===== src/design/wme_store.sv =====
// Weight memory and vector memory of the weight matrix engine.
// Synchronous RAMs with registered reads; uses no package items.
`default_nettype none

module wme_store #(
   parameter int  MAX_ROWS = 16,
   parameter int  MAX_COLS = 16,
   localparam int AW  = (MAX_ROWS * MAX_COLS > 1) ? $clog2(MAX_ROWS * MAX_COLS) : 1,
   localparam int VAW = $clog2(MAX_ROWS + MAX_COLS)
) (
   input  logic                clock,
   input  logic                host_w_we,
   input  logic [AW-1:0]       host_w_addr,
   input  logic signed [15:0]  host_w_data,
   input  logic                upd_we,
   input  logic [AW-1:0]       upd_addr,
   input  logic signed [15:0]  upd_data,
   input  logic [AW-1:0]       w_raddr,
   output logic signed [15:0]  w_rdata,
   input  logic                host_v_we,
   input  logic [VAW-1:0]      host_v_addr,
   input  logic signed [15:0]  host_v_data,
   input  logic [VAW-1:0]      va_raddr,
   input  logic [VAW-1:0]      vb_raddr,
   output logic signed [15:0]  va_rdata,
   output logic signed [15:0]  vb_rdata
);

   localparam int W_DEPTH = MAX_ROWS * MAX_COLS;
   localparam int V_DEPTH = MAX_ROWS + MAX_COLS;

   logic signed [15:0] wmem [W_DEPTH];
   logic signed [15:0] vmem [V_DEPTH];

   // The column vector sits at the low addresses, the row vector above it.
   always_ff @(posedge clock) begin
      if (upd_we) begin
         wmem[upd_addr] <= upd_data;
      end else if (host_w_we) begin
         wmem[host_w_addr] <= host_w_data;
      end
      w_rdata <= wmem[w_raddr];
   end

   always_ff @(posedge clock) begin
      if (host_v_we) begin
         vmem[host_v_addr] <= host_v_data;
      end
      va_rdata <= vmem[va_raddr];
      vb_rdata <= vmem[vb_raddr];
   end

endmodule

`default_nettype wire


===== config.mk =====
export PLATFORM = sky130hd
export DESIGN_NAME = wme_store
export DESIGN_NICKNAME = d
export VERILOG_FILES = /design/src/design/wme_store.sv
export SDC_FILE = /design/constraint.sdc
export NUM_CORES = 2
export LEC_CHECK = 0
export BUFFER_PORTS_ARGS = -buffer_cell sky130_fd_sc_hd__buf_2
export CORE_MARGIN = 3
export CORE_UTILIZATION = 40
export CTS_BUF_LIST = sky130_fd_sc_hd__clkbuf_8 sky130_fd_sc_hd__clkbuf_16
export CTS_CLUSTER_SIZE = 24
export DETAILED_ROUTE_END_ITERATION = 6
export GPL_TIMING_DRIVEN = 0
export SLEW_MARGIN = 25
export SYNTH_ARGS = -nofsm -noshare
export SYNTH_HDL_FRONTEND = slang
export SYNTH_MEMORY_MAX_BITS = 65536
export SYNTH_SLANG_ARGS = --single-unit

===== constraint.sdc =====
create_clock -name clock -period 9.2 [get_ports clock]
set_clock_uncertainty 0.2 [all_clocks]
set_input_delay 1.38 -clock clock [delete_from_list [all_inputs] [get_ports clock]]
set_output_delay 1.38 -clock clock [all_outputs]
set_load 0.05 [all_outputs]

==> out/qor.csv <==
stage,metric,value,unit
status,status,"finished, final reports clean",
setup_path,crit_top_cell,buf_2,
global_routing,grt_pass1_vias,95170,
synthesis,synth_cell_types,54,
timing,min_period,5.875,ns
synthesis,async_flop_share,0,
setup_path,start_kind,input port,
hold_path,whs_path_depth,2,
place,dpl.hpwl,404.2,mm
global_routing,grt_usage,0.2459,
setup_path,r2r_start,wmem[126][5],
global_routing,grt_overflow,0,
routing,drtIter0Drc,15060,
setup_path,critical_path_class,input port to flip-flop,
clock_tree,cts_root_buffer,clkbuf_16,
synthesis,synth_area,0.1831,mm2
floorplanning,core_area,0.4543,mm2
synthesis,synth_seq_cells,4656,
pwr,power.leakage,0.06691,uW
timing,fin_setup_tns,0,ns
synthesis,synth.yosys.seq_area_share,0.7608,
synthesis,synthFlopType,edfxtp_1,
global_routing,antenna_found_initial,34,
timing,slew_headroom,0.1319,
hold_path,hold_start,va_raddr[4],
setup_path,arrival,6.45,ns
setup_path,cpMaxStageDelayCell,nor4_2,
floorplanning,initial_utilization,0.4031,
routing,drtPass1Iterations,7,
setup_path,path_buf_inv,4,
setup_path,cp_max_fo,10,
cells_and_area,fin_util,0.4677,
setup_path,slowest_delay,0.80,ns
timing,fmax,170.2,MHz
setup_path,endpoint_kind,flip-flop,
cells_and_area,area_growth,16.02,%
clock_tree,cts_sinks,4656,
synthesis,yosys_warnings,0,
hold_path,hold_class,input port to flip-flop,
setup_path,reg2reg_depth,7,
routing,vias_per_cell,6.142,
pwr,power_density,213.1,mW/mm2
clock_tree,cts_buffers,456,
synthesis,synth-edff-count,4608,
clock_tree,cts.repair.resized,0,
timing,slew_violations,0,
place,port-buffer-count,127,
cells_and_area,layout_commonest_cell,edfxtp_1,
pwr,max-vdd-ir-drop,0.1826,mV
timing,period_share,0.6386,
clock_tree,cts-htree-levels,5,
cells_and_area,final_cell_mix,"edfxtp_1 (4608), mux4_2 (1134), mux2i_1 (495)",
setup_path,timing.rr.end,w_rdata[5],
setup_path,reg2reg_slack,5.14,ns
floorplanning,fp-row-count,247,
global_routing,grt_start_max_net_pins,113,
clock_tree,cts_tree,built,
clock_tree,path_clk_slew,0.06,ns
cells_and_area,nets,9458,
setup_path,crit_family,simple AND/OR/NAND/NOR gates,
setup_path,cp.required,9.78,ns
clock_tree,cts_setup_buffers,0,
routing,ant_nets,0,
pwr,power.total,45290,uW
clock_tree,ctsHoldBuffers,0,
clock_tree,cts.path.max_buffers,4,
routing,wl_per_cell,36.97,um
routing,totalWireLength,581.8,mm
routing,vias,96640,
clock_tree,clock_latency,1.02,ns
synthesis,synthCells,8534,
cells_and_area,drive_above_1_share,0.2984,
routing,drc,0,
timing,whs,0.6593,ns
global_routing,grt_pass1_wl,786.4,mm
floorplanning,io_pins,139,
synthesis,postSynthAreaPerCell,21.46,um2
timing,setup_viol,0,
job,cap_viol_max_count,0,
floorplanning,die_area,0.4660,mm2
hold_path,min_to,va_rdata[15],
timing,hold_viol,0,
place,place_congestion,1.050,
setup_path,path_cells,"buf_2, buf_4, nand2_1, buf_2, buf_1, o22ai_1, nor3_1, nor4_1, o2111ai_1, or3_1, nor4_2",
timing,tightest_slew,1.266,ns
floorplanning,die_w,682.7,um
floorplanning,die_y,682.7,um
timing,rsz0062_at_grt,no,
synthesis,syn-num-nets,8625,
flip-flops by register name (all words and copies together) (netlist names):
signal and count:
va_rdata 16, wmem 4096, w_rdata 16, vmem 512, vb_rdata 16
routing by layer:
| metal | vias up | GRT usage | wire length (um) | part of all wire |
|---|---|---|---|---|
| met5 | - | 0 | 107 | 0.00018 |
| met1 | 51500 | 0.3207 | 213100 | 0.37 |
| met2 | 5923 | 0.3865 | 270500 | 0.46 |
| li1 | 37950 | - | - | - |
| met3 | 1255 | 0.05935 | 62290 | 0.11 |
| met4 | 16 | 0.1239 | 35790 | 0.062 |
synthesized netlist by cell type (all sizes together) (2+ instances only):
cell | number | area [um2]
a31oi | 5 | 31.28
buf | 296 | 2121
edfxtp | 4608 | 138400
nor3b | 14 | 105.1
mux4 | 1154 | 26060
mux2i | 500 | 5005
nor4 | 35 | 250.2
dfxtp | 48 | 960.9
inv | 3 | 11.26
a221oi | 39 | 341.6
a32oi | 4 | 35.03
a2111oi | 14 | 122.6
nand3 | 10 | 50.05
or2 | 2 | 12.51
a221o | 10 | 100.1
nand4 | 14 | 87.58
o21ai | 61 | 305.3
o31ai | 3 | 22.52
o221ai | 96 | 897.1
nor2 | 478 | 1794
o2111ai | 3 | 26.28
a21oi | 146 | 730.7
clkinv | 2 | 7.510
nor2b | 2 | 12.51
o22ai | 234 | 1464
clkbuf | 217 | 814.5
a22oi | 43 | 322.8
or3b | 3 | 26.28
mux2 | 73 | 822.0
a22o | 32 | 280.3
and4b | 2 | 20.02
o211ai | 17 | 127.6
nand2b | 11 | 68.82
nand3b | 13 | 97.59
or4 | 10 | 75.07
or3 | 7 | 43.79
a211oi | 18 | 135.1
nor3 | 154 | 770.7
o41ai | 2 | 17.52
and2 | 2 | 12.51
nand2 | 146 | 550.5
power breakdown:
part | internal (uW) | switching, uW
logic | 981 | 2270
clock network | 10300 | 8060
registers | 23600 | 39.6
layout make-up:
class                      count  area [um2]
clock buffer                 470       11680
tap                         5976        7477
buffer                       513        3078
inverter                       5       18.77
clock inverter               369        2942
sequential                  4656      139300
timing repair buffer         375        4989
fill                       37140      241800
multi-input combinational   3360       42930
antenna                       11       27.53
worst max path at each step:
stage	slack (ns)	cells after the start	startpoint	to
2_1_floorplan	4.08	5	upd_we	wmem[0][10]
3_3_place_gp	0.12	6	upd_we	wmem[88][9]
3_5_place_dp	2.44	10	w_raddr[1]	w_rdata[8]
4_1_cts	3.51	10	w_raddr[1]	w_rdata[10]
5_1_grt	3.26	11	w_raddr[2]	w_rdata[11]
6_report	3.33	11	w_raddr[2]	w_rdata[7]
metrics by stage:
step / setup WS [ns] / instance area [um2] / std cells
after floorplan: 4.080 / 183100 / 8534
after global placement: 0.1152 / 191300 / 14640
after detailed placement: 2.443 / 197800 / 14880
after CTS: 3.506 / 212400 / 15720
after global routing: 3.262 / 212500 / 15730
final: 3.325 / 212500 / 15740
cell families after synthesis:
family | share of synthesized area
flip-flops | 0.7608
multiplexers | 0.1741
AND/OR/NAND/NOR | 0.02187
AO/OA/AOI/OAI | 0.02708
buffers and inverters | 0.01613
Power figures use the tool's default switching activity.
