--- config.mk ---
export PLATFORM = sky130hd
export DESIGN_NAME = wme_datapath
export DESIGN_NICKNAME = d
export VERILOG_FILES = /design/src/design/wme_pkg.sv /design/src/design/wme_datapath.sv
export SDC_FILE = /design/constraint.sdc
export NUM_CORES = 2
export LEC_CHECK = 0
export CAP_MARGIN = 20
export CORE_MARGIN = 5
export CORE_UTILIZATION = 45
export CTS_CLUSTER_DIAMETER = 80
export CTS_CLUSTER_SIZE = 8
export DETAILED_ROUTE_END_ITERATION = 8
export DONT_BUFFER_PORTS = 1
export HOLD_SLACK_MARGIN = 0.02
export PLACE_DENSITY_LB_ADDON = 0.12
export SYNTH_ARGS = -nofsm -noshare
export SYNTH_HDL_FRONTEND = slang
export SYNTH_SLANG_ARGS = --single-unit
--- constraint.sdc ---
create_clock -name clock -period 13.7 [get_ports clock]
set_clock_uncertainty 0.2 [all_clocks]
set_input_delay 2.74 -clock clock [delete_from_list [all_inputs] [get_ports clock]]
set_output_delay 2.74 -clock clock [all_outputs]
set_load 0.01 [all_outputs]
--- src/design/wme_pkg.sv ---
// Shared types and constants for the weight matrix engine.
// Used by the control, datapath and top-level modules; depends on nothing.
`default_nettype none

package wme_pkg;

   localparam int DATA_W       = 16;
   localparam int MAX_ROWS_DEF = 16;
   localparam int MAX_COLS_DEF = 16;
   localparam int CSR_IDX_W    = 2;

   localparam logic [CSR_IDX_W-1:0] CSR_ALPHA = 2'd0;
   localparam logic [CSR_IDX_W-1:0] CSR_ETA   = 2'd1;
   localparam logic [CSR_IDX_W-1:0] CSR_ROWS  = 2'd2;
   localparam logic [CSR_IDX_W-1:0] CSR_COLS  = 2'd3;

   localparam logic signed [DATA_W-1:0] ALPHA_RESET = 16'sd256;
   localparam logic signed [DATA_W-1:0] ETA_RESET   = 16'sd256;
   localparam logic [4:0]               ROWS_RESET  = 5'd16;
   localparam logic [4:0]               COLS_RESET  = 5'd16;
   localparam logic signed [DATA_W-1:0] ONE_Q88     = 16'sd256;

   typedef enum logic [2:0] {
      FUNC_WRITE     = 3'd0,
      FUNC_READ      = 3'd1,
      FUNC_LOAD_X    = 3'd2,
      FUNC_LOAD_Y    = 3'd3,
      FUNC_FORWARD   = 3'd4,
      FUNC_TRANSPOSE = 3'd5,
      FUNC_UPDATE    = 3'd6,
      FUNC_NOP       = 3'd7
   } func_type;

   typedef enum logic [2:0] {
      KIND_NONE,
      KIND_READ,
      KIND_FWD,
      KIND_TRN,
      KIND_UPD
   } kind_type;

   typedef enum logic [1:0] {
      ST_IDLE,
      ST_RUN,
      ST_DRAIN
   } state_type;

   typedef struct packed {
      logic        valid;
      logic        work;
      logic        last;
      kind_type    kind;
   } tag_type;

   typedef struct packed {
      logic              valid;
      logic [DATA_W-1:0] addend;
   } start_type;

   typedef struct packed {
      logic [DATA_W-1:0] alpha;
      logic [DATA_W-1:0] eta;
   } gains_type;

   typedef struct packed {
      logic              valid;
      logic [DATA_W-1:0] value;
      logic              flag;
   } res_type;

endpackage

`default_nettype wire

--- src/design/wme_datapath.sv ---
// Multiply, accumulate and weight update pipeline of the weight matrix engine.
// Depends on wme_pkg; consumes the registered read data of wme_store.
`default_nettype none

module wme_datapath #(
   parameter int  MAX_ROWS = wme_pkg::MAX_ROWS_DEF,
   parameter int  MAX_COLS = wme_pkg::MAX_COLS_DEF,
   localparam int AW = (MAX_ROWS * MAX_COLS > 1) ? $clog2(MAX_ROWS * MAX_COLS) : 1
) (
   input  logic                clock,
   input  logic                reset,
   input  wme_pkg::gains_type  gains,
   input  wme_pkg::start_type  start,
   input  wme_pkg::tag_type    tag,
   input  logic [AW-1:0]       waddr,
   input  logic signed [15:0]  w_rdata,
   input  logic signed [15:0]  va_rdata,
   input  logic signed [15:0]  vb_rdata,
   output logic                upd_we,
   output logic [AW-1:0]       upd_addr,
   output logic signed [15:0]  upd_data,
   output wme_pkg::res_type    res
);

   import wme_pkg::*;

   localparam int MAX_DIM = (MAX_ROWS > MAX_COLS) ? MAX_ROWS : MAX_COLS;
   localparam int ACC_W   = 34 + $clog2(MAX_DIM);

   typedef struct packed {
      logic        clip;
      logic [15:0] value;
   } sat_type;

   function automatic sat_type sat16(input logic signed [47:0] v);
      sat_type s;
      if (v > 48'sd32767) begin
         s.clip  = 1'b1;
         s.value = 16'h7fff;
      end else if (v < -48'sd32768) begin
         s.clip  = 1'b1;
         s.value = 16'h8000;
      end else begin
         s.clip  = 1'b0;
         s.value = v[15:0];
      end
      return s;
   endfunction

   tag_type             tag1_ff, tag2_ff, tag3_ff;
   logic [AW-1:0]       waddr1_ff, waddr2_ff, waddr3_ff;
   logic signed [15:0]  op_b;
   logic signed [31:0]  m1_in, m1_ff, m2_in, m2_ff, m1d_ff;
   logic signed [47:0]  m3_in, m3_ff;
   logic signed [ACC_W-1:0] acc_in, acc_ff;
   logic signed [48:0]  upd_sum;
   sat_type             upd_sat, acc_sat;
   logic                sat_any_in, sat_any_ff;

   always_comb begin
      if (tag1_ff.kind == KIND_UPD) begin
         op_b = $signed(gains.alpha);
      end else if (tag1_ff.kind == KIND_READ) begin
         op_b = ONE_Q88;
      end else begin
         op_b = va_rdata;
      end
      m1_in = w_rdata * op_b;
      m2_in = va_rdata * vb_rdata;
      m3_in = $signed(gains.eta) * m2_ff;
   end

   always_comb begin
      acc_in = acc_ff;
      if (start.valid) begin
         acc_in = ACC_W'($signed({start.addend, 8'h00}));
      end else if (tag2_ff.valid && tag2_ff.work && tag2_ff.kind != KIND_UPD) begin
         acc_in = acc_ff + ACC_W'(m1_ff);
      end
   end

   always_comb begin
      upd_sum  = (49'(m1d_ff) <<< 8) + 49'(m3_ff);
      upd_sat  = sat16(48'(upd_sum >>> 16));
      acc_sat  = sat16(48'(acc_ff >>> 8));
      upd_we   = tag3_ff.valid && tag3_ff.work && (tag3_ff.kind == KIND_UPD);
      upd_addr = waddr3_ff;
      upd_data = upd_sat.value;

      sat_any_in = sat_any_ff | (upd_we & upd_sat.clip);
      if (start.valid) begin
         sat_any_in = 1'b0;
      end

      res.valid = tag3_ff.valid && tag3_ff.last;
      if (tag3_ff.kind == KIND_UPD) begin
         res.value = '0;
         res.flag  = sat_any_ff | (upd_we & upd_sat.clip);
      end else begin
         res.value = acc_sat.value;
         res.flag  = acc_sat.clip;
      end
   end

   always_ff @(posedge clock) begin
      if (reset) begin
         tag1_ff    <= '0;
         tag2_ff    <= '0;
         tag3_ff    <= '0;
         sat_any_ff <= 1'b0;
      end else begin
         tag1_ff    <= tag;
         tag2_ff    <= tag1_ff;
         tag3_ff    <= tag2_ff;
         sat_any_ff <= sat_any_in;
      end
   end

   always_ff @(posedge clock) begin
      waddr1_ff <= waddr;
      waddr2_ff <= waddr1_ff;
      waddr3_ff <= waddr2_ff;
      m1_ff     <= m1_in;
      m2_ff     <= m2_in;
      m1d_ff    <= m1_ff;
      m3_ff     <= m3_in;
      acc_ff    <= acc_in;
   end

endmodule

`default_nettype wire

==> flow_summary.json <==
{
  "place.gp.congestion": 0.876,
  "synth_flop_cell": "dfxtp_1",
  "chipHeight_um": 330,
  "numClockSinks": 217,
  "vias": 32400,
  "avgRoutedWirePerCell_um": 19.0,
  "syn_nets": 6521,
  "synthArstFlopShare": 0,
  "overflow": 0,
  "rsz0062_at_grt": "false",
  "synthAdderAreaFrac": 0.533,
  "post-route-period-util": 0.667,
  "cts_htree_levels": 2,
  "grt_pass1_vias": 35400,
  "io_pins": 156,
  "row_count": 117,
  "finalSetupViolCount": 0,
  "synth_compound_area_frac": 0.0684,
  "ys_ff_latch": 217,
  "cts_tree": "done",
  "initial_utilization": 0.453,
  "place_ws_ns": 3.98,
  "maxCapViolations": 0,
  "die_w_um": 330,
  "arrival_ns": 9.43,
  "status": "finished clean",
  "worst-path-buf-inv": 4,
  "yosys_warnings": 0,
  "cts_setup_buffers": 0,
  "worst_slack_ns": 4.56,
  "area_delta_synth_final_pct": 5.12,
  "crit_fanout": 12,
  "worstMarginPinSlew_ns": 0.979,
  "syn-mean-instance-area_um2": 9.14,
  "ant_nets": 0,
  "clock.fmax_ghz": 0.109,
  "hold_viol": 0,
  "syn_inst": 5047,
  "drc": 0,
  "hold_class": "reg2reg",
  "cp_common_cell": "fa_1",
  "firstDrtPassIters": 6,
  "crit_family": "adder cells",
  "ys_seq_area_frac": 0.101,
  "synth_cell_types": 87,
  "endpoint_kind": "flop",
  "multi_input_area_mm2": 0.0366,
  "finalCriticalPeriod_ns": 9.14,
  "grt_pass1_wl_um": 196000,
  "synth_mux_area_frac": 0.00179,
  "start_kind": "input pin",
  "maxSlewHeadroom": 0.330,
  "synth_top_family_by_area": "adder cells",
  "synth_xor_area_frac": 0.0326,
  "synth-edff-count": 30,
  "cts_made_buffers": 36,
  "io_buffer_count": 0,
  "crit_path_cell_trace": "inv_1 -> buf_4 -> nor2_1 -> fa_1 -> fa_1 -> fa_1 -> fa_1 -> fa_1 -> inv_1 -> fa_1 -> inv_1 -> ha_1 -> nand2_1 -> or4_1 -> a211oi_1 -> a211oi_1 -> o21a_1 -> o21ai_0 -> a21oi_1 -> o21bai_1 -> xnor2_1",
  "layout-drive-gt1-share": 0.0246,
  "grt_max_degree": 33,
  "synth-simple-area-share": 0.158,
  "slowest_delay_ns": 0.59,
  "clkTransAtPathRegs_ns": 0.05,
  "synth_area_mm2": 0.0461,
  "crit_type": "in2reg",
  "antenna_found_initial": 9,
  "required_ns": 13.99,
  "hold_buffers": 0,
  "die-area_mm2": 0.109,
  "tns_ns": 0,
  "coreArea_mm2": 0.102,
  "routed_via_density": 5.13,
  "fin_nets": 6413,
  "clockRootBuffer": "clkbuf_16",
  "critPathSlowestCell": "fa_1",
  "regArea_mm2": 0.00464,
  "slew_violations": 0,
  "routed_wl_um": 120000,
  "cts_buffer_depth": 3,
  "grtUsageTotal": 0.230,
  "hpwl_um": 97400,
  "nFillCells": 9983,
  "ctsResizeCount": 0,
  "first_iter_violations": 1496,
  "clock_latency_ns": 0.58
}
==> worst paths after layout <==
check / endpoint / cells after the start / startpoint / slack [ns]
worst max-delay path: m3_ff[47]$_DFF_P_ / 21 / gains[15] / 4.56
worst min-delay path: waddr2_ff[5]$_DFF_P_ / 0 / waddr1_ff[5]$_DFF_P_ / 0.12
worst max register to register: m3_ff[47]$_DFF_P_ / 22 / m2_ff[11]$_DFF_P_ / 5.78
worst min register to register: waddr2_ff[5]$_DFF_P_ / 0 / waddr1_ff[5]$_DFF_P_ / 0.12
==> metrics by stage <==
step	hold slack, ns	std cells	utilization	cell area [um2]
3_5_place_dp	0.113	6269	0.465	47400
4_1_cts	0.120	6324	0.476	48500
6_report	0.121	6325	0.476	48500
5_1_grt	0.128	6324	0.476	48500
3_3_place_gp	0.111	6269	0.465	47400
2_1_floorplan	0.110	5047	-	46100
==> kinds of logic (layout without fill, tap and decap cells) <==
| group | after synthesis | after routing |
|---|---|---|
| multiplexers | 8 | 8 |
| AO/OA/AOI/OAI | 500 | 500 |
| AND/OR/NAND/NOR | 1500 | 1500 |
| adder cells (fa/ha/maj) | 1361 | 1361 |
| buffers and inverters | 1290 | 1199 |
| flip-flops | 217 | 217 |
| other | 0 | 1 |
| XOR/XNOR | 171 | 171 |
==> routing by layer <==
layer / GRT usage / vias up / routed length [um]
met5: 0 / - / 0
met4: 0.0672 / 0 / 4000
met3: 0.0394 / 175 / 7070
met2: 0.370 / 792 / 54500
met1: 0.322 / 16500 / 54700
li1: - / 15000 / -
==> Yosys cell counts, drive strengths merged, types with 64 or more instances <==
cell type	instances	area, um2
inv	1110	4170
clkbuf	172	648
nor2b	112	701
and2	318	1990
fa	1010	20200
nor2	169	637
a21o	64	480
o21ai	103	516
nand2	681	2560
a21oi	176	885
ha	351	4390
dfxtp	187	3740
xnor2	119	1050
==> placed cells by master (no fill, tap or decap), types with 9 or more instances in the layout <==
| master | synthesis | layout |
|---|---|---|
| o31ai_1 | 9 | 9 |
| dfxtp_1 | 187 | 187 |
| nand4_1 | 22 | 22 |
| nor2_1 | 168 | 168 |
| xor2_1 | 52 | 52 |
| o211ai_1 | 9 | 9 |
| or2_2 | 18 | 18 |
| xnor2_1 | 118 | 118 |
| clkbuf_1 | 170 | 9 |
| o21bai_1 | 17 | 17 |
| nand3_1 | 32 | 32 |
| o21ai_0 | 95 | 88 |
| a31oi_1 | 17 | 17 |
| or3_1 | 12 | 12 |
| nor2b_1 | 112 | 112 |
| o21a_1 | 25 | 25 |
| and2_1 | 318 | 318 |
| edfxtp_1 | 30 | 30 |
| a21o_1 | 64 | 64 |
| inv_1 | 1110 | 1110 |
| nand2b_1 | 58 | 58 |
| a21oi_1 | 175 | 175 |
| fa_1 | 1010 | 1010 |
| nor3_1 | 36 | 36 |
| clkbuf_16 | 0 | 36 |
| o21ai_1 | 8 | 15 |
| a211oi_1 | 14 | 14 |
| buf_4 | 2 | 34 |
| ha_1 | 351 | 351 |
| nand2_1 | 680 | 680 |
==> cell type report <==
cell class | instances | share of cell area
clock buffers | 47 | 0.0198
flip-flops and latches | 217 | 0.0957
inverters | 1110 | 0.0859
multi-input cells | 3540 | 0.755
diodes | 1 | 0.0000516
repair buffers | 34 | 0.00526
well taps | 1368 | 0.0353
clock inverters | 8 | 0.00266
==> registers in the layout, indices dropped and copies added (netlist names) <==
| register | count |
|---|---|
| m3_ff | 40 |
| acc_ff | 38 |
| m1_ff | 32 |
| m1d_ff | 32 |
| m2_ff | 32 |
| upd_addr | 8 |
| waddr1_ff | 8 |
| waddr2_ff | 8 |
| tag1_ff | 6 |
| tag2_ff | 6 |
| tag3_ff | 6 |
| sat_any_ff | 1 |
Power is left out: the tool's default activity adds up to more than one toggle a clock period on the data nets, which glitch-free logic cannot reach.
