==> config.mk <==
export PLATFORM = sky130hd
export DESIGN_NAME = wme_ctrl
export DESIGN_NICKNAME = d
export VERILOG_FILES = /design/src/design/wme_pkg.sv /design/src/design/wme_ctrl.sv
export SDC_FILE = /design/constraint.sdc
export NUM_CORES = 1
export LEC_CHECK = 0
export CAP_MARGIN = 20
export CORE_MARGIN = 1.5
export CORE_UTILIZATION = 45
export DETAILED_ROUTE_END_ITERATION = 10
export DONT_BUFFER_PORTS = 1
export PLACE_DENSITY = 0.59
export SYNTH_ARGS = -nofsm -noshare
export SYNTH_HDL_FRONTEND = slang
export SYNTH_SLANG_ARGS = --single-unit
==> constraint.sdc <==
create_clock -name clock -period 1.75 [get_ports clock]
set_clock_uncertainty 0.1 [all_clocks]
set_input_delay 0 -clock clock [delete_from_list [all_inputs] [get_ports clock]]
set_output_delay 0 -clock clock [all_outputs]
set_load 0.005 [all_outputs]
==> src/design/wme_pkg.sv <==
// Shared types and constants for the weight matrix engine.
// Used by the control, datapath and top-level modules; depends on nothing.
`default_nettype none

package wme_pkg;

   localparam int DATA_W       = 16;
   localparam int MAX_ROWS_DEF = 16;
   localparam int MAX_COLS_DEF = 16;
   localparam int CSR_IDX_W    = 2;

   localparam logic [CSR_IDX_W-1:0] CSR_ALPHA = 2'd0;
   localparam logic [CSR_IDX_W-1:0] CSR_ETA   = 2'd1;
   localparam logic [CSR_IDX_W-1:0] CSR_ROWS  = 2'd2;
   localparam logic [CSR_IDX_W-1:0] CSR_COLS  = 2'd3;

   localparam logic signed [DATA_W-1:0] ALPHA_RESET = 16'sd256;
   localparam logic signed [DATA_W-1:0] ETA_RESET   = 16'sd256;
   localparam logic [4:0]               ROWS_RESET  = 5'd16;
   localparam logic [4:0]               COLS_RESET  = 5'd16;
   localparam logic signed [DATA_W-1:0] ONE_Q88     = 16'sd256;

   typedef enum logic [2:0] {
      FUNC_WRITE     = 3'd0,
      FUNC_READ      = 3'd1,
      FUNC_LOAD_X    = 3'd2,
      FUNC_LOAD_Y    = 3'd3,
      FUNC_FORWARD   = 3'd4,
      FUNC_TRANSPOSE = 3'd5,
      FUNC_UPDATE    = 3'd6,
      FUNC_NOP       = 3'd7
   } func_type;

   typedef enum logic [2:0] {
      KIND_NONE,
      KIND_READ,
      KIND_FWD,
      KIND_TRN,
      KIND_UPD
   } kind_type;

   typedef enum logic [1:0] {
      ST_IDLE,
      ST_RUN,
      ST_DRAIN
   } state_type;

   typedef struct packed {
      logic        valid;
      logic        work;
      logic        last;
      kind_type    kind;
   } tag_type;

   typedef struct packed {
      logic              valid;
      logic [DATA_W-1:0] addend;
   } start_type;

   typedef struct packed {
      logic [DATA_W-1:0] alpha;
      logic [DATA_W-1:0] eta;
   } gains_type;

   typedef struct packed {
      logic              valid;
      logic [DATA_W-1:0] value;
      logic              flag;
   } res_type;

endpackage

`default_nettype wire

==> src/design/wme_ctrl.sv <==
// Sequencer, configuration registers and response buffering of the engine.
// Depends on wme_pkg; drives wme_store addresses and wme_datapath tags.
`default_nettype none

module wme_ctrl #(
   parameter int  MAX_ROWS = wme_pkg::MAX_ROWS_DEF,
   parameter int  MAX_COLS = wme_pkg::MAX_COLS_DEF,
   localparam int AW  = (MAX_ROWS * MAX_COLS > 1) ? $clog2(MAX_ROWS * MAX_COLS) : 1,
   localparam int VAW = $clog2(MAX_ROWS + MAX_COLS)
) (
   input  logic                          clock,
   input  logic                          reset,
   input  logic                          req_valid,
   output logic                          req_ready,
   input  logic [2:0]                    req_func,
   input  logic [3:0]                    req_row,
   input  logic [3:0]                    req_col,
   input  logic signed [15:0]            req_value,
   output logic                          rsp_valid,
   input  logic                          rsp_ready,
   output logic signed [15:0]            rsp_result_value,
   output logic                          rsp_saturated,
   input  logic                          csr_we,
   input  logic [wme_pkg::CSR_IDX_W-1:0] csr_index,
   input  logic [15:0]                   csr_wdata,
   output wme_pkg::gains_type            gains,
   output wme_pkg::start_type            start,
   output wme_pkg::tag_type              tag,
   output logic [AW-1:0]                 w_raddr,
   output logic [VAW-1:0]                va_raddr,
   output logic [VAW-1:0]                vb_raddr,
   output logic                          host_w_we,
   output logic [AW-1:0]                 host_w_addr,
   output logic signed [15:0]            host_w_data,
   output logic                          host_v_we,
   output logic [VAW-1:0]                host_v_addr,
   output logic signed [15:0]            host_v_data,
   input  wme_pkg::res_type              res
);

   import wme_pkg::*;

   localparam int RIDX_W = (MAX_ROWS > 1) ? $clog2(MAX_ROWS) : 1;
   localparam int CIDX_W = (MAX_COLS > 1) ? $clog2(MAX_COLS) : 1;
   localparam int RCNT_W = $clog2(MAX_ROWS + 1);
   localparam int CCNT_W = $clog2(MAX_COLS + 1);

   state_type           state_ff, state_in;
   kind_type            kind_ff, kind_in;
   logic                work_ff, work_in;
   logic [RIDX_W-1:0]   i_ff, i_in, last_i_ff, last_i_in;
   logic [CIDX_W-1:0]   j_ff, j_in, last_j_ff, last_j_in;
   logic signed [15:0]  alpha_ff, eta_ff;
   logic [4:0]          rows_used_ff, cols_used_ff;
   logic [RCNT_W-1:0]   nr;
   logic [CCNT_W-1:0]   nc;
   logic                row_ok, col_ok, row_used, col_used;
   logic                accept, step_last, move;
   logic                pend_valid_ff, pend_valid_in, pend_flag_ff, pend_flag_in;
   logic [15:0]         pend_value_ff, pend_value_in;
   logic                rsp_valid_ff, rsp_valid_in, rsp_flag_ff, rsp_flag_in;
   logic [15:0]         rsp_value_ff, rsp_value_in;

   always_ff @(posedge clock) begin
      if (reset) begin
         alpha_ff     <= ALPHA_RESET;
         eta_ff       <= ETA_RESET;
         rows_used_ff <= ROWS_RESET;
         cols_used_ff <= COLS_RESET;
      end else if (csr_we) begin
         case (csr_index)
            CSR_ALPHA: alpha_ff <= csr_wdata;
            CSR_ETA: eta_ff <= csr_wdata;
            CSR_ROWS: rows_used_ff <= csr_wdata[4:0];
            CSR_COLS: cols_used_ff <= csr_wdata[4:0];
            default: begin
            end
         endcase
      end
   end

   always_comb begin
      gains.alpha = alpha_ff;
      gains.eta   = eta_ff;
      nr = (32'(rows_used_ff) > MAX_ROWS) ? RCNT_W'(MAX_ROWS) : RCNT_W'(rows_used_ff);
      nc = (32'(cols_used_ff) > MAX_COLS) ? CCNT_W'(MAX_COLS) : CCNT_W'(cols_used_ff);
      row_ok   = 32'(req_row) < MAX_ROWS;
      col_ok   = 32'(req_col) < MAX_COLS;
      row_used = 32'(req_row) < 32'(nr);
      col_used = 32'(req_col) < 32'(nc);
      host_w_addr = AW'(32'(req_row) * MAX_COLS + 32'(req_col));
      host_w_data = req_value;
      host_v_data = req_value;
      w_raddr  = AW'(32'(i_ff) * MAX_COLS + 32'(j_ff));
      vb_raddr = VAW'(MAX_COLS + 32'(i_ff));
      va_raddr = (kind_ff == KIND_TRN) ? vb_raddr : VAW'(32'(j_ff));
   end

   always_comb begin
      state_in  = state_ff;
      kind_in   = kind_ff;
      work_in   = work_ff;
      i_in      = i_ff;
      j_in      = j_ff;
      last_i_in = last_i_ff;
      last_j_in = last_j_ff;
      req_ready = 1'b0;
      accept    = 1'b0;
      start     = '0;
      tag       = '0;
      host_w_we = 1'b0;
      host_v_we = 1'b0;
      host_v_addr = VAW'(32'(req_col));
      step_last = 1'b1;
      case (state_ff)
         ST_IDLE: begin
            req_ready = !pend_valid_ff;
            accept    = req_valid && !pend_valid_ff;
            if (accept) begin
               state_in    = ST_RUN;
               kind_in     = KIND_NONE;
               work_in     = 1'b0;
               i_in        = RIDX_W'(req_row);
               j_in        = CIDX_W'(req_col);
               last_i_in   = RIDX_W'(nr - 1'b1);
               last_j_in   = CIDX_W'(nc - 1'b1);
               start.valid = 1'b1;
               case (func_type'(req_func))
                  FUNC_WRITE: begin
                     host_w_we = row_ok && col_ok;
                  end
                  FUNC_READ: begin
                     kind_in = KIND_READ;
                     work_in = row_ok && col_ok;
                  end
                  FUNC_LOAD_X: begin
                     host_v_we = col_ok;
                  end
                  FUNC_LOAD_Y: begin
                     host_v_we   = row_ok;
                     host_v_addr = VAW'(MAX_COLS + 32'(req_row));
                  end
                  FUNC_FORWARD: begin
                     kind_in      = KIND_FWD;
                     work_in      = row_used && (nc != '0);
                     j_in         = '0;
                     start.addend = req_value;
                  end
                  FUNC_TRANSPOSE: begin
                     kind_in      = KIND_TRN;
                     work_in      = col_used && (nr != '0);
                     i_in         = '0;
                     start.addend = req_value;
                  end
                  FUNC_UPDATE: begin
                     kind_in = KIND_UPD;
                     work_in = (nr != '0) && (nc != '0);
                     i_in    = '0;
                     j_in    = '0;
                  end
                  default: begin
                  end
               endcase
            end
         end
         ST_RUN: begin
            tag.valid = 1'b1;
            tag.work  = work_ff;
            tag.kind  = kind_ff;
            if (work_ff) begin
               case (kind_ff)
                  KIND_FWD: begin
                     step_last = (j_ff == last_j_ff);
                     j_in      = j_ff + 1'b1;
                  end
                  KIND_TRN: begin
                     step_last = (i_ff == last_i_ff);
                     i_in      = i_ff + 1'b1;
                  end
                  KIND_UPD: begin
                     step_last = (i_ff == last_i_ff) && (j_ff == last_j_ff);
                     if (j_ff == last_j_ff) begin
                        j_in = '0;
                        i_in = i_ff + 1'b1;
                     end else begin
                        j_in = j_ff + 1'b1;
                     end
                  end
                  default: begin
                     step_last = 1'b1;
                  end
               endcase
            end
            tag.last = step_last;
            if (step_last) begin
               state_in = ST_DRAIN;
            end
         end
         ST_DRAIN: begin
            if (res.valid) begin
               state_in = ST_IDLE;
            end
         end
         default: begin
            state_in = ST_IDLE;
         end
      endcase
   end

   // A finished result waits in the pending register while the output stalls.
   always_comb begin
      move          = pend_valid_ff && (!rsp_valid_ff || rsp_ready);
      rsp_valid_in  = rsp_valid_ff && !rsp_ready;
      rsp_value_in  = rsp_value_ff;
      rsp_flag_in   = rsp_flag_ff;
      pend_valid_in = pend_valid_ff && !move;
      pend_value_in = pend_value_ff;
      pend_flag_in  = pend_flag_ff;
      if (move) begin
         rsp_valid_in = 1'b1;
         rsp_value_in = pend_value_ff;
         rsp_flag_in  = pend_flag_ff;
      end
      if (res.valid) begin
         pend_valid_in = 1'b1;
         pend_value_in = res.value;
         pend_flag_in  = res.flag;
      end
      rsp_valid        = rsp_valid_ff;
      rsp_result_value = rsp_value_ff;
      rsp_saturated    = rsp_flag_ff;
   end

   always_ff @(posedge clock) begin
      if (reset) begin
         state_ff      <= ST_IDLE;
         pend_valid_ff <= 1'b0;
         rsp_valid_ff  <= 1'b0;
         kind_ff       <= KIND_NONE;
         work_ff       <= 1'b0;
      end else begin
         state_ff      <= state_in;
         pend_valid_ff <= pend_valid_in;
         rsp_valid_ff  <= rsp_valid_in;
         kind_ff       <= kind_in;
         work_ff       <= work_in;
      end
   end

   always_ff @(posedge clock) begin
      i_ff          <= i_in;
      j_ff          <= j_in;
      last_i_ff     <= last_i_in;
      last_j_ff     <= last_j_in;
      pend_value_ff <= pend_value_in;
      pend_flag_ff  <= pend_flag_in;
      rsp_value_ff  <= rsp_value_in;
      rsp_flag_ff   <= rsp_flag_in;
   end

   a_res_in_drain: assert property (@(posedge clock) disable iff (reset)
      res.valid |-> (state_ff == ST_DRAIN) && !pend_valid_ff)
      else $error("result arrived outside the drain phase or over a pending result");

   a_accept_runs: assert property (@(posedge clock) disable iff (reset)
      accept |=> (state_ff == ST_RUN))
      else $error("accepted transfer did not start the sequencer");

   a_rsp_from_pend: assert property (@(posedge clock) disable iff (reset)
      $rose(rsp_valid_ff) |-> $past(pend_valid_ff))
      else $error("response raised without a pending result");

endmodule

`default_nettype wire

==> impl_metrics.env, run 1 <==
export IMPL_status="complete, but fails checks"
export IMPL_failed_checks="negative hold slack, negative setup slack"
export IMPL_synth_area_mm2=0.00463
export IMPL_synth_main_ff_cell="edfxtp_1"
export IMPL_synth_seq_cells=100
export IMPL_critPathRequiredTime_ns=1.65
export IMPL_hp_class="primary input to register"
export IMPL_diodes=0
export IMPL_cp_cell_sequence="nor3_4, nand2_4, nor3b_4, nand2_2, mux2_4"
export IMPL_drv_slew=0
export IMPL_slew_headroom=0.437
export IMPL_synth_top_area_cell="edfxtp_1"
export IMPL_vias=3478
export IMPL_holdWs_ns=-0.00154
export IMPL_worst_pin_slew_ns=0.841
export IMPL_ant_nets=0
export IMPL_placed_area_mm2=0.00467
export IMPL_grt_usage=0.210
export IMPL_grt_max_degree=53
export IMPL_grt_pass1_wl_um=18200
export IMPL_die_area_mm2=0.0109
export IMPL_wl_per_cell_um=17.2
export IMPL_synth_area_per_cell_um2=10.3
export IMPL_power_leakage_nw=2.32
export IMPL_antenna_found_initial=0
export IMPL_synth_edf_count=50
export IMPL_period_needed_ns=1.80
export IMPL_crit_path_max_fanout=5
export IMPL_initialDrtViolationCount=154
export IMPL_synth_seq_area_share=0.541
export IMPL_initial_core_util=0.469
export IMPL_cts_root_buffer="clkbuf_8"
export IMPL_vdd_drop_max_uv=498
export IMPL_cp_arrival_ns=1.70
export IMPL_synth_cell_types=47
export IMPL_slowest_delay_ns=0.35
export IMPL_worst_skew_pair_late_latency_ns=0.35
export IMPL_ys_warnings_count=0
export IMPL_hold_violations=1
export IMPL_route_detailed_drc=0
export IMPL_rsz0062_at_grt="yes"
export IMPL_synth_fp_nets=526
export IMPL_vias_per_cell=5.12
export IMPL_slowest_stage="dfxtp_2"
export IMPL_crit_type="register to output port"
export IMPL_clockBufferDepth=2
export IMPL_cts_made_buffers=9
export IMPL_synthCells=448
export IMPL_place_gp_congestion=0.829
export IMPL_finalCritPeriodShare=1.03
export IMPL_async_flop_share=0
export IMPL_area_growth_pct=30.7
export IMPL_p_total_w=0.00484
export IMPL_worst_slack_ns=-0.0517
export IMPL_grt_ovfl_total=0
export IMPL_drive_gt1_frac=0.185
export IMPL_htree_num_levels=3
export IMPL_dr_pass1_iters=4
export IMPL_synth_area_leaders="edfxtp_1 32%, dfxtp_1 22%, buf_4 7.5%, nand2_1 6.2%, a21oi_1 4.3%"
export IMPL_crit_path_start_kind="register"
export IMPL_post_route_cell_area_mm2=0.00605
export IMPL_synth_top_area_frac=0.324
export IMPL_cts_tree="built"
export IMPL_rows=36
export IMPL_endpoint_kind="output port"
export IMPL_clock_sinks=100
export IMPL_p_per_area_mw_per_mm2=800
export IMPL_port_buffers=0
export IMPL_tns_ns=-0.143
export IMPL_die_y_um=104
export IMPL_die_w_um=104
export IMPL_place_hpwl_um=7540
export IMPL_place_inst=556
export IMPL_synth_most_common_cell="nand2_1"
export IMPL_nets=619
export IMPL_fin_cells=679
export IMPL_max_freq_mhz=555
export IMPL_synth_common_cells="77 x nand2_1, 50 x dfxtp_1, 50 x edfxtp_1"
export IMPL_io_pins=207
export IMPL_wl_um=11700
export IMPL_core_area_mm2=0.00986
export IMPL_clk_pin_slew_worst_paths_ns=0.09
export IMPL_first_global_vias=3671
export IMPL_setup_viol=5
export IMPL_max_cap_viol_count=0
==> worst max-delay path, delay by kind of cell (launching register included) <==
family / cells / cell delay, ns
simple gates: 4 / 0.69
flops: 1 / 0.35
mux: 1 / 0.32
==> state kept, by name, indices dropped and copies added (netlist names), 4 cells and up <==
name              cells
last_j_ff             4
eta_ff               16
alpha_ff             16
rows_used_ff          5
pend_value_ff        16
rsp_result_value     16
last_i_ff             4
i_ff                  4
j_ff                  4
cols_used_ff          5
==> power breakdown <==
group / total, W / leakage, nW / switching (W) / internal [W]
combinational: 0.000656 / 1.35 / 0.000313 / 0.000344
sequential: 0.00266 / 0.862 / 0.0000695 / 0.00259
clock: 0.00153 / 0.105 / 0.000839 / 0.000688
total: 0.00484 / 2.32 / 0.00122 / 0.00362
==> what timing repair did <==
item / 4_1_cts / 5_1_grt
gates resized for setup: 20 / 6
pin swaps: 13 / 5
endpoints found under the setup margin: 22 / 34
setup buffers: 8 / 4
hold buffers: 94 / 1
endpoints found under the hold margin: 133 / 3
==> worst paths after layout <==
kind / slack (ns) / cells after the start / end / startpoint
setup / recovery: -0.05 / 5 / host_v_addr[2] / state_ff[0]
hold / removal: -0.002 / 2 / rows_used_ff[4] / csr_we
setup reg to reg: 0 / 7 / work_ff / cols_used_ff[4]
hold reg to reg: 0.31 / 0 / rsp_result_value[14] / pend_value_ff[14]
==> kinds of logic (layout without fill, tap and decap cells) <==
logic type,after synthesis,count (layout),synth area share
compound gates,62,62,0.0795
xor+xnor,17,17,0.0322
fa+ha+maj,10,10,0.0270
buf+inv,70,168,0.0960
flops,100,100,0.541
mux,16,16,0.0368
other cells,1,1,0.000810
simple gates,172,172,0.187
==> layout by cell type, fill, tap and decap left out, drive strengths merged, types with 2 or more instances in the layout <==
| master | instances |
|---|---|
| inv | 10 |
| o21ai | 5 |
| a211o | 3 |
| nand3 | 5 |
| a22o | 3 |
| clkbuf | 9 |
| ha | 10 |
| dlygate4sd3 | 93 |
| nand2 | 79 |
| and2 | 19 |
| xor2 | 6 |
| nor4 | 2 |
| nor2b | 6 |
| mux2 | 8 |
| edfxtp | 50 |
| dfxtp | 50 |
| a21oi | 40 |
| mux2i | 8 |
| nand3b | 5 |
| nand2b | 12 |
| xnor2 | 11 |
| nor3 | 3 |
| o22ai | 4 |
| nor3b | 4 |
| nor4b | 3 |
| clkinv | 3 |
| buf | 50 |
| or3b | 3 |
| nor2 | 27 |
==> through the flow <==
stage                     utilization  worst slack, ns
final                           0.613          -0.0517
after global routing            0.613           -0.137
after CTS                       0.607          -0.0915
after detailed placement        0.473           -0.100
after global placement          0.473          -0.0698
after floorplan                     -          -0.0601
==> routing by layer <==
| metal | vias up | GRT usage | routed length (µm) |
|---|---|---|---|
| li1 | 1666 | - | - |
| met1 | 1663 | 0.234 | 4690 |
| met2 | 143 | 0.384 | 6120 |
| met3 | 6 | 0.0627 | 805 |
| met4 | 0 | 0.0595 | 66 |
| met5 | - | 0 | 0 |
==> area by class of cell <==
class                   instances  area [µm²]
well taps                     133         166
repair buffers                144        1340
clock inverters                 7        82.6
inverters                       8        33.8
multi-input cells             278        1790
clock buffers                   9         124
flip-flops and latches        100        2510
fillers                       805        3820
Power figures use the tool's default switching activity.
==> run 2, diff against run 1 <==
--- a/config.mk
+++ b/config.mk
@@ -11,6 +11,8 @@
 export DETAILED_ROUTE_END_ITERATION = 10
 export DONT_BUFFER_PORTS = 1
 export PLACE_DENSITY = 0.59
+export RECOVER_POWER = 50
+export SKIP_CTS_REPAIR_TIMING = 1
 export SYNTH_ARGS = -nofsm -noshare
 export SYNTH_HDL_FRONTEND = slang
 export SYNTH_SLANG_ARGS = --single-unit
==> run 2 against run 1 <==
Against the previous run:
- the run ends with negative setup slack left
- fmax decreased by 0.41%
- total power about the same
- non-clock buffer count increased by 1
- routed wire length about the same
- largest power group unchanged
- combinational power decreased by 1%
==> impl_metrics.env, run 2 (synthesis gave the netlist of run 1 again) <==
export IMPL_crit_path_start_kind="register"
export IMPL_wl_um=11700
export IMPL_drive_gt1_frac=0.176
export IMPL_route_detailed_drc=0
export IMPL_grt_pass1_wl_um=15600
export IMPL_multi_input_comb_area_mm2=0.00179
export IMPL_clk_pin_slew_worst_paths_ns=0.10
export IMPL_worst_slack_ns=-0.0592
export IMPL_power_leakage_nw=2.33
export IMPL_rows=36
export IMPL_max_cap_viol_count=0
export IMPL_fillers=782
export IMPL_htree_num_levels=3
export IMPL_worst_pin_slew_ns=0.833
export IMPL_power_switching_share=0.253
export IMPL_dr_pass1_iters=4
export IMPL_switchingPower_w=0.00123
export IMPL_cts_tree="built"
export IMPL_ant_nets=0
export IMPL_initial_core_util=0.469
export IMPL_initialDrtViolationCount=117
export IMPL_drv_slew=0
export IMPL_finalCritPeriodShare=1.03
export IMPL_vias=3490
export IMPL_hold_violations=0
export IMPL_reg2reg_slack_ns=-0.06
export IMPL_vdd_drop_max_uv=506
export IMPL_clockBufferDepth=2
export IMPL_place_hpwl_um=7540
export IMPL_core_area_mm2=0.00986
export IMPL_cts_made_buffers=9
export IMPL_io_pins=207
export IMPL_hp_class="primary input to register"
export IMPL_crit_path_max_fanout=5
export IMPL_p_seq_frac=0.549
export IMPL_cp_arrival_ns=1.71
export IMPL_diodes=0
export IMPL_placed_area_mm2=0.00467
export IMPL_p_total_w=0.00484
export IMPL_antenna_found_initial=1
export IMPL_nets=620
export IMPL_endpoint_kind="output port"
export IMPL_period_needed_ns=1.81
export IMPL_vias_per_cell=5.13
export IMPL_post_route_cell_area_mm2=0.00605
export IMPL_port_buffers=0
export IMPL_grt_usage=0.181
export IMPL_p_comb_frac=0.134
export IMPL_register_area_mm2=0.00251
export IMPL_crit_type="register to output port"
export IMPL_area_growth_pct=30.8
export IMPL_grt_max_degree=53
export IMPL_setup_viol=6
export IMPL_failed_checks="negative setup slack"
export IMPL_cts_root_buffer="clkbuf_8"
export IMPL_die_w_um=104
export IMPL_intPower_w=0.00361
export IMPL_place_ws_ns=-0.100
export IMPL_p_per_area_mw_per_mm2=799
export IMPL_p_clk_frac=0.317
export IMPL_first_global_vias=3064
export IMPL_final_cell_mix="98 x dlygate4sd3_1, 77 x nand2_1, 50 x edfxtp_1, 48 x dfxtp_1, 42 x buf_4"
export IMPL_place_gp_congestion=0.829
export IMPL_tns_ns=-0.301
export IMPL_die_y_um=104
export IMPL_clock_sinks=100
export IMPL_max_freq_mhz=553
export IMPL_status="complete, but fails checks"
export IMPL_worst_skew_pair_late_latency_ns=0.35
export IMPL_slew_headroom=0.443
export IMPL_final_common_cell="dlygate4sd3_1"
export IMPL_grt_ovfl_total=0
export IMPL_rsz0062_at_grt="yes"
export IMPL_die_area_mm2=0.0109
export IMPL_critPathRequiredTime_ns=1.65
export IMPL_wl_per_cell_um=17.2
run 2: changes by cell type in the layout (fill, tap and decap cells not counted), moves of 2 or more:
cell	previous run	this run
dfxtp_1	46	48
buf_4	47	42
dfxtp_2	3	0
dlygate4sd3_1	93	98
run 2: metal layers:
layer	GRT usage	routed length, µm
met1	0.207	4690
met2	0.314	5920
met3	0.0658	856
met4	0.0585	213
met5	0	12
run 2: metrics by stage:
stage	instances	util	hold WS [ns]
floorplan	448	-	-0.0685
global placement	556	0.473	-0.0999
detailed placement	556	0.473	-0.0999
CTS	572	0.494	-0.420
global route	680	0.614	0.00549
finish	680	0.614	0.000807
run 2: path summary, 6_finish.rpt:
| check | to | startpoint | cells past startpoint |
|---|---|---|---|
| worst max-delay path | host_v_addr[2] | pend_valid_ff | 5 |
| worst min-delay path | cols_used_ff[0] | csr_we | 3 |
| worst max register to register | work_ff | cols_used_ff[4] | 7 |
| worst min register to register | rsp_result_value[14] | pend_value_ff[14] | 0 |
run 2: power groups by stage:
stage | clock network, W | logic, W | registers (W)
2_1_floorplan | 0 | 0.000352 | 0.00270
6_report | 0.00153 | 0.000649 | 0.00266
5_1_grt | 0.00166 | 0.000704 | 0.00267
3_3_place_gp | 0 | 0.000380 | 0.00270
4_1_cts | 0.00157 | 0.000392 | 0.00265
3_5_place_dp | 0 | 0.000390 | 0.00271
run 2: worst max-delay path, cell delays in order (launching register included):
cell and delay [ns]:
dfxtp_4 0.36, nor3_4 0.22, nand2_4 0.12, nor3b_4 0.23, nand2_2 0.12, mux2_2 0.30
run 2: area by class of cell:
type                    instances  share of cell area
multi-input cells             278               0.295
well taps                     133              0.0275
clock inverters                 7              0.0136
repair buffers                145               0.223
flip-flops and latches        100               0.415
clock buffers                   9              0.0205
inverters                       8             0.00558
==> run 3, diff against run 2 <==
--- a/config.mk
+++ b/config.mk
@@ -5,6 +5,7 @@
 export SDC_FILE = /design/constraint.sdc
 export NUM_CORES = 1
 export LEC_CHECK = 0
+export ABC_AREA = 1
 export CAP_MARGIN = 20
 export CORE_MARGIN = 1.5
 export CORE_UTILIZATION = 45
==> run 3 against run 2 <==
Against the previous run:
- the run ends with negative hold slack, negative setup slack left
- synthesized cell count grew 21%
- register-to-register slack lost 0.15 ns
- sequential share of layout area shrank 0.063 points
- final cell count grew 14%
- critical path depth grew 9
- largest cell class unchanged
==> impl_metrics.env, run 3 <==
export IMPL_worst_pin_slew_ns=0.829
export IMPL_post_route_cell_area_mm2=0.00606
export IMPL_rsz0062_at_grt="yes"
export IMPL_setup_viol=10
export IMPL_synth_area_mm2=0.00472
export IMPL_power_leakage_nw=2.52
export IMPL_slowest_delay_ns=0.34
export IMPL_yosys_area_share_simple=0.215
export IMPL_core_area_mm2=0.0102
export IMPL_crit_path_max_fanout=4
export IMPL_diodes=0
export IMPL_hold_violations=32
export IMPL_initialDrtViolationCount=197
export IMPL_final_common_cell="nor2_1"
export IMPL_io_pins=207
export IMPL_dr_pass1_iters=5
export IMPL_fillers=880
export IMPL_place_inst=646
export IMPL_clockBufferDepth=2
export IMPL_met3WireLength_um=991
export IMPL_clk_pin_slew_worst_paths_ns=0.10
export IMPL_synth_edf_count=50
export IMPL_finish_utilization=0.592
export IMPL_status="complete, but fails checks"
export IMPL_critical_path_top_delay_family="simple AND/OR/NAND/NOR gates"
export IMPL_first_global_vias=3280
export IMPL_route_detailed_drc=0
export IMPL_worst_skew_pair_late_latency_ns=0.36
export IMPL_wl_per_cell_um=15.8
export IMPL_nets=710
export IMPL_synth_seq_area_share=0.530
export IMPL_vias=3891
export IMPL_cts_tree="built"
export IMPL_synthAdderAreaFrac=0.0265
export IMPL_cp_cell_sequence="nor2_2, nand2_2, nand2_2, nand2_1, ha_1, a21oi_2, nor2_2, a21oi_2, nand2_1, nand2_1, nand2_1, nand2_1, nand2_1, a21oi_2"
export IMPL_top_layer_used="met4"
export IMPL_critPathMostFrequentCell="nand2_1"
export IMPL_drt_met1_wl_um=5140
export IMPL_ant_nets=0
export IMPL_slew_headroom=0.446
export IMPL_cts_made_buffers=9
export IMPL_synth_top_family_by_area="simple AND/OR/NAND/NOR gates"
export IMPL_die_y_um=105
export IMPL_drv_slew=0
export IMPL_synth_most_common_cell="nor2_1"
export IMPL_period_needed_ns=1.96
export IMPL_synth_top_area_cell="edfxtp_1"
export IMPL_synth_compound_area_frac=0.0824
export IMPL_final_cell_mix="107 x nor2_1, 97 x dlygate4sd3_1, 85 x nand2_1, 50 x edfxtp_1, 45 x dfxtp_1"
export IMPL_synth_top_area_frac=0.318
export IMPL_clock_sinks=100
export IMPL_synthCells=541
export IMPL_synth_seq_cells=100
export IMPL_slowest_stage="dfxtp_2"
export IMPL_critPathRequiredTime_ns=1.94
export IMPL_endpoint_kind="register"
export IMPL_crit_type="register to register"
export IMPL_p_total_w=0.00504
export IMPL_muxShareOfSynthArea=0
export IMPL_area_growth_pct=28.4
export IMPL_synth_area_per_cell_um2=8.72
export IMPL_vias_per_cell=5.03
export IMPL_die_area_mm2=0.0111
export IMPL_grt_pass1_wl_um=16600
export IMPL_p_per_area_mw_per_mm2=832
export IMPL_holdWs_ns=-0.414
export IMPL_rows=37
export IMPL_antenna_found_initial=0
export IMPL_die_w_um=105
export IMPL_htree_num_levels=3
export IMPL_synth_main_ff_cell="edfxtp_1"
export IMPL_finalCritPeriodShare=1.12
export IMPL_fin_cells=773
export IMPL_synth_common_cells="112 x nor2_1, 89 x nand2_1, 50 x dfxtp_1, 50 x edfxtp_1, 47 x buf_4"
export IMPL_drive_gt1_frac=0.168
export IMPL_hp_class="primary input to register"
export IMPL_place_gp_congestion=0.877
export IMPL_max_cap_viol_count=0
export IMPL_crit_path_start_kind="register"
export IMPL_wl_um=12200
export IMPL_wl_met2_um=5950
export IMPL_grt_max_degree=44
export IMPL_synth_fp_nets=619
export IMPL_synth_xor_area_frac=0.0204
export IMPL_place_hpwl_um=7790
export IMPL_cp_num_buf_inv=0
export IMPL_initial_core_util=0.461
export IMPL_cts_root_buffer="clkbuf_8"
export IMPL_failed_checks="negative hold slack, negative setup slack"
export IMPL_cp_arrival_ns=2.15
export IMPL_synth_cell_types=32
export IMPL_grt_ovfl_total=0
export IMPL_synth_area_leaders="edfxtp_1 32%, dfxtp_1 21%, nor2_1 8.9%, buf_4 7.5%, nand2_1 7.1%"
export IMPL_worst_slack_ns=-0.205
export IMPL_async_flop_share=0
export IMPL_port_buffers=0
export IMPL_placed_area_mm2=0.00469
export IMPL_vdd_drop_max_uv=425
export IMPL_grt_usage=0.189
export IMPL_ys_warnings_count=0
export IMPL_max_freq_mhz=511
run 3: changes by cell type in the layout (fill, tap and decap cells not counted), moves of 17 or more:
cell,previous run,this run
inv_1,7,31
o21ai_1,0,17
a21oi_1,40,13
o21ai_0,4,31
and2_1,18,0
nor2_1,24,107
run 3: logic make-up after synthesis:
kind of cell | count (synthesis)
and+or+nand+nor | 240
adders and majority gates | 10
other | 1
xor gates and xnor gates | 11
DFF | 100
buffers and inverters | 105
AOI/OAI and AO/OA | 74
run 3: layout make-up:
| cell class | count | area (µm²) | area share |
|---|---|---|---|
| clock inverters | 7 | 90.1 | 0.0149 |
| multi-input cells | 336 | 1700 | 0.280 |
| flip-flops and latches | 100 | 2510 | 0.414 |
| inverters | 46 | 178 | 0.0293 |
| well taps | 136 | 170 | 0.0281 |
| repair buffers | 139 | 1290 | 0.213 |
| clock buffers | 9 | 124 | 0.0204 |
run 3: metrics by stage:
step                      TNS, ns  setup slack, ns
after floorplan                 0           0.0139
after global placement    -0.0291          -0.0291
after detailed placement   -0.143           -0.143
after CTS                   -1.04           -0.260
after global routing        -2.68           -0.334
final                      -0.667           -0.205
run 3: path summary, 6_finish.rpt:
check,startpoint,endpoint,slack (ns),cells past startpoint
max,cols_used_ff[3],work_ff,-0.21,14
min,reset,state_ff[1],-0.41,1
max reg2reg,cols_used_ff[3],work_ff,-0.21,14
min reg2reg,pend_value_ff[1],rsp_result_value[1],0.33,0
run 3: report_power, final:
part           internal (W)  switching (W)  leakage, nW
logic              0.000364       0.000408         1.54
clock network      0.000693       0.000864        0.101
registers           0.00262      0.0000942        0.875
run 3: per-layer routing:
| metal | vias up | global-route usage |
|---|---|---|
| li1 | 1896 | - |
| met2 | 152 | 0.305 |
| met4 | 0 | 0.0479 |
| met1 | 1835 | 0.233 |
| met5 | - | 0 |
| met3 | 8 | 0.0810 |
